`src/rtl/stins_pkg.sv`:
```
// Shared types and constants for the sorted table with insert and remove.
// No dependencies; imported by the cell row, the top level and the checker.
package stins_pkg;

    localparam int VALUE_W     = 32;
    localparam int COUNT_OUT_W = 5;

    // Operation codes carried by the kind field
    localparam logic KIND_INSERT = 1'b0;
    localparam logic KIND_REMOVE = 1'b1;

    // Command broadcast to every cell in the row
    typedef struct packed {
        logic                      ins;    // insert value at its sorted place
        logic                      shl;    // close a gap: cells at or above value shift down
        logic signed [VALUE_W-1:0] value;  // value under operation
    } t_cell_cmd;

endpackage : stins_pkg

```
`src/rtl/sorted_table_insert_remove.sv`:
```
// Top level of the sorted table: control sequencer, entry count and the row of cells.
// Depends on stins_pkg and stins_cell.
//
//   channel  direction  handshake                   payload
//   input    in         i_in_valid / o_in_ready     i_kind, i_value
//   result   out        o_out_valid / i_out_ready   o_ok, o_entry_count
//
// Insert: in the accept cycle every cell compares and those above the value move up by one.
// Remove: the accept cycle latches the value; the row closes the run of equal entries one
// position per cycle, answered once no match is left. The input is held off throughout.
// Reset (synchronous, active low) empties the table and drops any pending result.
// A new item is taken only when the sequencer is idle and the result register is
// empty or being emptied in the same cycle; a stalled result holds its value.
module sorted_table_insert_remove #(
    parameter int CAPACITY = 16
) (
    input  logic                                 i_clk,
    input  logic                                 i_rst_n,
    input  logic                                 i_in_valid,
    output logic                                 o_in_ready,
    input  logic                                 i_kind,
    input  logic signed [stins_pkg::VALUE_W-1:0] i_value,
    output logic                                 o_out_valid,
    input  logic                                 i_out_ready,
    output logic                                 o_ok,
    output logic [stins_pkg::COUNT_OUT_W-1:0]    o_entry_count
);
    import stins_pkg::*;

    localparam int            CNT_W = $clog2(CAPACITY + 1);
    localparam logic [CNT_W-1:0] CAP_C = CNT_W'(CAPACITY);

    localparam logic S_IDLE   = 1'b0;
    localparam logic S_REMOVE = 1'b1;

    logic                      r_state;
    logic                      n_state;
    logic [CNT_W-1:0]          r_count;
    logic [CNT_W-1:0]          n_count;
    logic                      r_found;
    logic                      n_found;
    logic                      r_out_valid;
    logic                      n_out_valid;
    logic                      r_out_ok;
    logic                      n_out_ok;
    logic signed [VALUE_W-1:0] r_value;

    logic                      accept;
    logic                      full;
    logic                      any_eq;
    t_cell_cmd                 cmd;

    logic signed [VALUE_W-1:0] entry [CAPACITY];
    logic [CAPACITY-1:0]       le_vec;
    logic [CAPACITY-1:0]       eq_vec;

    // Handshake and status
    assign o_in_ready = (r_state == S_IDLE) && (!r_out_valid || i_out_ready);
    assign accept     = i_in_valid && o_in_ready;
    assign full       = (r_count == CAP_C);
    assign any_eq     = |eq_vec;

    // Build the command for the row
    always_comb begin
        cmd.value = (r_state == S_REMOVE) ? r_value : i_value;
        cmd.ins   = accept && (i_kind == KIND_INSERT) && !full;
        cmd.shl   = (r_state == S_REMOVE) && any_eq;
    end

    // Row of cells, each wired to its neighbours
    for (genvar k = 0; k < CAPACITY; k++) begin : g_cell
        logic signed [VALUE_W-1:0] left_entry;
        logic                      left_le;
        logic signed [VALUE_W-1:0] right_entry;

        if (k == 0) begin : g_first
            assign left_entry = '0;
            assign left_le    = 1'b1;
        end else begin : g_mid
            assign left_entry = entry[k-1];
            assign left_le    = le_vec[k-1];
        end

        if (k == CAPACITY - 1) begin : g_last
            assign right_entry = '0;
        end else begin : g_inner
            assign right_entry = entry[k+1];
        end

        stins_cell #(
            .IDX   (k),
            .CNT_W (CNT_W)
        ) u_cell (
            .i_clk         (i_clk),
            .i_cmd         (cmd),
            .i_count       (r_count),
            .i_left_entry  (left_entry),
            .i_left_le     (left_le),
            .i_right_entry (right_entry),
            .o_entry       (entry[k]),
            .o_le          (le_vec[k]),
            .o_eq          (eq_vec[k])
        );
    end

    // Sequencer: insert answers at once, remove loops until no match is left
    always_comb begin
        n_state     = r_state;
        n_count     = r_count;
        n_found     = r_found;
        n_out_valid = r_out_valid && !i_out_ready;
        n_out_ok    = r_out_ok;
        unique case (r_state)
            S_IDLE: begin
                if (accept) begin
                    if (i_kind == KIND_INSERT) begin
                        n_out_valid = 1'b1;
                        n_out_ok    = !full;
                        if (!full) begin
                            n_count = r_count + CNT_W'(1);
                        end
                    end else begin
                        n_state = S_REMOVE;
                        n_found = 1'b0;
                    end
                end
            end
            S_REMOVE: begin
                if (any_eq) begin
                    n_count = r_count - CNT_W'(1);
                    n_found = 1'b1;
                end else begin
                    n_state     = S_IDLE;
                    n_out_valid = 1'b1;
                    n_out_ok    = r_found;
                end
            end
            default: begin
                n_state = S_IDLE;
            end
        endcase
    end

    // Control registers
    always_ff @(posedge i_clk) begin
        if (!i_rst_n) begin
            r_state     <= S_IDLE;
            r_count     <= '0;
            r_found     <= 1'b0;
            r_out_valid <= 1'b0;
        end else begin
            r_state     <= n_state;
            r_count     <= n_count;
            r_found     <= n_found;
            r_out_valid <= n_out_valid;
        end
    end

    // Payload registers: hold the remove value and the result flag
    always_ff @(posedge i_clk) begin
        r_out_ok <= n_out_ok;
        if (accept) begin
            r_value <= i_value;
        end
    end

    assign o_out_valid   = r_out_valid;
    assign o_ok          = r_out_ok;
    assign o_entry_count = COUNT_OUT_W'(r_count);

endmodule : sorted_table_insert_remove

```
`src/rtl/stins_cell.sv`:
```
// One cell of the sorted row: holds a single entry and trades it with its neighbours.
// Depends on stins_pkg for the command struct and value width.
module stins_cell #(
    parameter int IDX   = 0,
    parameter int CNT_W = 5
) (
    input  logic                               i_clk,
    input  stins_pkg::t_cell_cmd               i_cmd,
    input  logic [CNT_W-1:0]                   i_count,
    input  logic signed [stins_pkg::VALUE_W-1:0] i_left_entry,
    input  logic                               i_left_le,
    input  logic signed [stins_pkg::VALUE_W-1:0] i_right_entry,
    output logic signed [stins_pkg::VALUE_W-1:0] o_entry,
    output logic                               o_le,
    output logic                               o_eq
);
    import stins_pkg::*;

    logic signed [VALUE_W-1:0] r_entry;
    logic signed [VALUE_W-1:0] n_entry;
    logic                      valid;
    logic                      ge;

    // Occupied when this position lies below the entry count
    assign valid = (CNT_W'(IDX) < i_count);

    // Compare the held entry against the broadcast value
    assign o_le = valid && (r_entry <= i_cmd.value);
    assign o_eq = valid && (r_entry == i_cmd.value);
    assign ge   = valid && (r_entry >= i_cmd.value);

    // Keep, take the new value, take the left entry, or take the right entry
    always_comb begin
        n_entry = r_entry;
        if (i_cmd.ins && !o_le) begin
            n_entry = i_left_le ? i_cmd.value : i_left_entry;
        end else if (i_cmd.shl && ge) begin
            n_entry = i_right_entry;
        end
    end

    always_ff @(posedge i_clk) begin
        r_entry <= n_entry;
    end

    assign o_entry = r_entry;

endmodule : stins_cell

```
`config.mk`:
```
export PLATFORM = sky130hd
export DESIGN_NAME = sorted_table_insert_remove
export DESIGN_NICKNAME = d
export VERILOG_FILES = /design/src/rtl/stins_pkg.sv /design/src/rtl/sorted_table_insert_remove.sv /design/src/rtl/stins_cell.sv
export SDC_FILE = /design/constraint.sdc
export NUM_CORES = 2
export LEC_CHECK = 0
export ABC_AREA = 0
export BUFFER_PORTS_ARGS = -buffer_cell sky130_fd_sc_hd__buf_2
export CORE_ASPECT_RATIO = 0.6
export CORE_MARGIN = 2
export CORE_UTILIZATION = 70
export CTS_CLUSTER_DIAMETER = 100
export CTS_CLUSTER_SIZE = 14
export DETAILED_ROUTE_END_ITERATION = 6
export GPL_TIMING_DRIVEN = 0
export PLACE_DENSITY = 0.95
export SLEW_MARGIN = 15
export SYNTH_ARGS = -nofsm -noshare
export SYNTH_HDL_FRONTEND = slang
export SYNTH_SLANG_ARGS = --single-unit
```
`constraint.sdc`:
```
create_clock -name i_clk -period 16.65 [get_ports i_clk]
set_clock_uncertainty 0.2 [all_clocks]
set_input_delay 2.4975 -clock i_clk [delete_from_list [all_inputs] [get_ports i_clk]]
set_output_delay 2.4975 -clock i_clk [all_outputs]
set_load 0.01 [all_outputs]
```
==> results.yml <==
cells_and_area:
  drive_above_1_share: 0.152
  final_util: 0.762
  area_growth_pct: 7.04
  antenna_cells: 0
  nNetsFinal: 4461
  fin_cells: 4696
global_routing:
  grt_max_degree: 33
  first_global_vias: 34200
  antenna_found_initial: 2
  grt_use_total: 0.464
  grt-ovfl-total: 0
  grt_first_pass_wirelength_mm: 212
routing:
  vias: 36100
  wl_per_cell_um: 30.9
  first_pass_iters: 7
  drtIter0Drc: 7008
  routed_wl_mm: 145
  drc: 3
  vias_per_cell: 7.70
  ant_nets: 0
timing:
  fmax_ghz: 0.114
  setup_violations: 0
  timing.setup.tns_ns: 0
  hold_violations: 0
  worst_slack_ns: 7.87
  fin_crit_sh: 0.528
  drv_slew: 0
  tightest_slew_ns: 1.41
  rsz0062_at_grt: "no"
  relSlewSlack: 0.0531
  period_needed_ns: 8.78
  timing.hold.ws_ns: 0.280
worst_setup_path:
  cp_top_family: "simple AND/OR/NAND/NOR gates"
  crit_slowest_cell: "nor4_2"
  crit_buf_inv: 4
  end_kind: "flop"
  cp.required_ns: 16.57
  slowest_delay_ns: 1.01
  cp_max_fo: 32
  crit_path_cell_trace: "buf_2, mux2_2, clkbuf_1, inv_1, ha_1, nand4_1, nor4_2, o311ai_1, a31o_2, nand3_1, or2_2, clkbuf_1, nand2_2"
  crit_path_frequent_cell: "clkbuf_1"
  arrival_ns: 8.70
  critPathKind: "input port to flop"
  r2r_slack_ns: 8.38
  crit_path_start_kind: "input port"
floorplanning:
  die_h_um: 192
  start_util: 0.712
  num_io_pins: 45
  rows: 68
  die_area_um2: 60900
  core_region_area_um2: 57900
  die_width_um: 317
power:
  ir_drop_mv: 0.0827
  p_leak_nw: 17.0
  power.density_nw_per_um2: 81.4
yosys:
  syn_area_per_cell_um2: 10.8
  ys_types: 79
  yosysMostFrequentCell: "edfxtp_1"
  synth_cells: 3799
  async_flop_share: 0
  syn_area_um2: 41200
  synthFlopType: "edfxtp_1"
  yosys_warnings: 0
  ys_top_cells_by_area: "edfxtp_1 (40%), ha_1 (16%), mux2_2 (9.6%)"
  ys_top_cells_by_count: "edfxtp_1 (545), ha_1 (515), o21ai_0 (403), mux2_2 (352), a21oi_1 (307)"
  synth_edf_count: 545
  ys_seq_elements: 553
  ys_seq_area_frac: 0.401
  syn_nets: 4351
  yosysTopAreaCell: "edfxtp_1"
  synth_top_cell_area_share: 0.397
clock_tree:
  h-tree-depth: 2
  cts_resized: 0
  cts_hold_buf: 0
  clk_pin_slew_ns: 0.08
  cts_buffer_depth: 3
  clock_sinks: 553
  cts-buffers-inserted: 45
  cts-root-buf: "clkbuf_16"
  clk_latency_ns: 0.61
  post_cts_buffers: 0
  cts_tree: "done"
placement:
  dp_hpwl_mm: 112
  gp_congestion: 1.05
  io_buffers: 44
  dp_slack_ns: 7.83
  dp_cells: 4632
run:
  max_cap_viol_count: 0
status:
  violations: "design-rule violations"
  outcome: "finished with violations"
min_path:
  hold_path_class: "flop to flop"
-- metal layers --
metal / wire length, um / track usage / vias up
met2: 55400 / 0.617 / 3565
met5: 156 / 0.0170 / -
li1: - / - / 15100
met1: 56400 / 0.671 / 17100
met4: 4010 / 0.105 / 7
met3: 28900 / 0.225 / 421
-- worst register-to-register path, cell delays in order (launching register included) --
cell and delay [ns]:
dfxtp_1 0.31, clkbuf_1 0.50, clkbuf_1 0.70, mux2_2 0.42
clkbuf_1 0.51, inv_1 0.59, ha_1 0.52, nand4_1 0.27
nor4_1 1.14, nand3_1 0.58, o221ai_1 0.41, nor4_1 0.09
a21o_1 0.36, buf_2 0.31, nor2_1 0.25, a2bb2oi_4 0.56
buf_16 0.24
-- path summary, 6_finish.rpt --
path	from	to	depth (start not counted)
setup reg to reg	r_state$_SDFF_PN0_	g_cell[4].u_cell.o_entry[5]$_DFFE_PP_	16
hold reg to reg	r_found$_SDFFE_PN0P_	r_found$_SDFFE_PN0P_	2
setup / recovery	i_value[31]	g_cell[9].u_cell.o_entry[26]$_DFFE_PP_	13
hold / removal	r_found$_SDFFE_PN0P_	r_found$_SDFFE_PN0P_	2
-- sequential cells by signal (all words and copies together), names as in the netlist --
signal,cells
o_out_valid,1
r_found,1
o_ok,1
r_state,1
g_cell.u_cell.o_entry,512
r_value,32
o_entry_count,5
-- stage by stage --
stage          instance area, um2  power (mW)
3_5_place_dp                42900        2.50
3_3_place_gp                42400        2.44
6_report                    44100        3.59
4_1_cts                     44100        3.50
5_1_grt                     44100        3.65
2_1_floorplan               41200        2.21
-- power by group --
group	total [mW]	switching, mW	internal [mW]
combinational	0.856	0.560	0.297
sequential	1.69	0.0593	1.63
clock	1.05	0.551	0.495
-- layout make-up --
class,instances,area [um2]
clock inverters,1,8.76
flip-flops and latches,553,16500
repair buffers,63,611
well taps,770,963
inverters,108,405
fillers,3631,13800
multi-input cells,2910,23400
plain buffers,228,1030
clock buffers,63,1190
-- kinds of logic (layout without fill, tap and decap cells) --
kind of cell,after synthesis,after routing,share of synthesized area
AND/OR/NAND/NOR,679,679,0.0847
AO/OA/AOI/OAI,1099,1099,0.158
flip-flops,553,553,0.401
buffers and inverters,336,463,0.0349
multiplexers,616,616,0.164
adder cells (fa/ha/maj),515,515,0.156
XOR/XNOR,1,1,0.000213
-- cell usage in the layout (no fill, tap or decap), types with 34 or more instances in the layout --
cell type,count
a211oi_1,41
a21o_1,83
a21oi_1,303
buf_2,94
clkbuf_1,171
clkbuf_16,45
edfxtp_1,545
ha_1,515
inv_1,107
mux2_1,34
mux2_2,352
mux2i_1,206
nand2_1,169
nand3_1,48
nand4_1,131
nor2_1,86
nor3_1,123
o21ai_0,403
o31ai_1,109
Note: power is estimated with default switching activity, not from simulation.
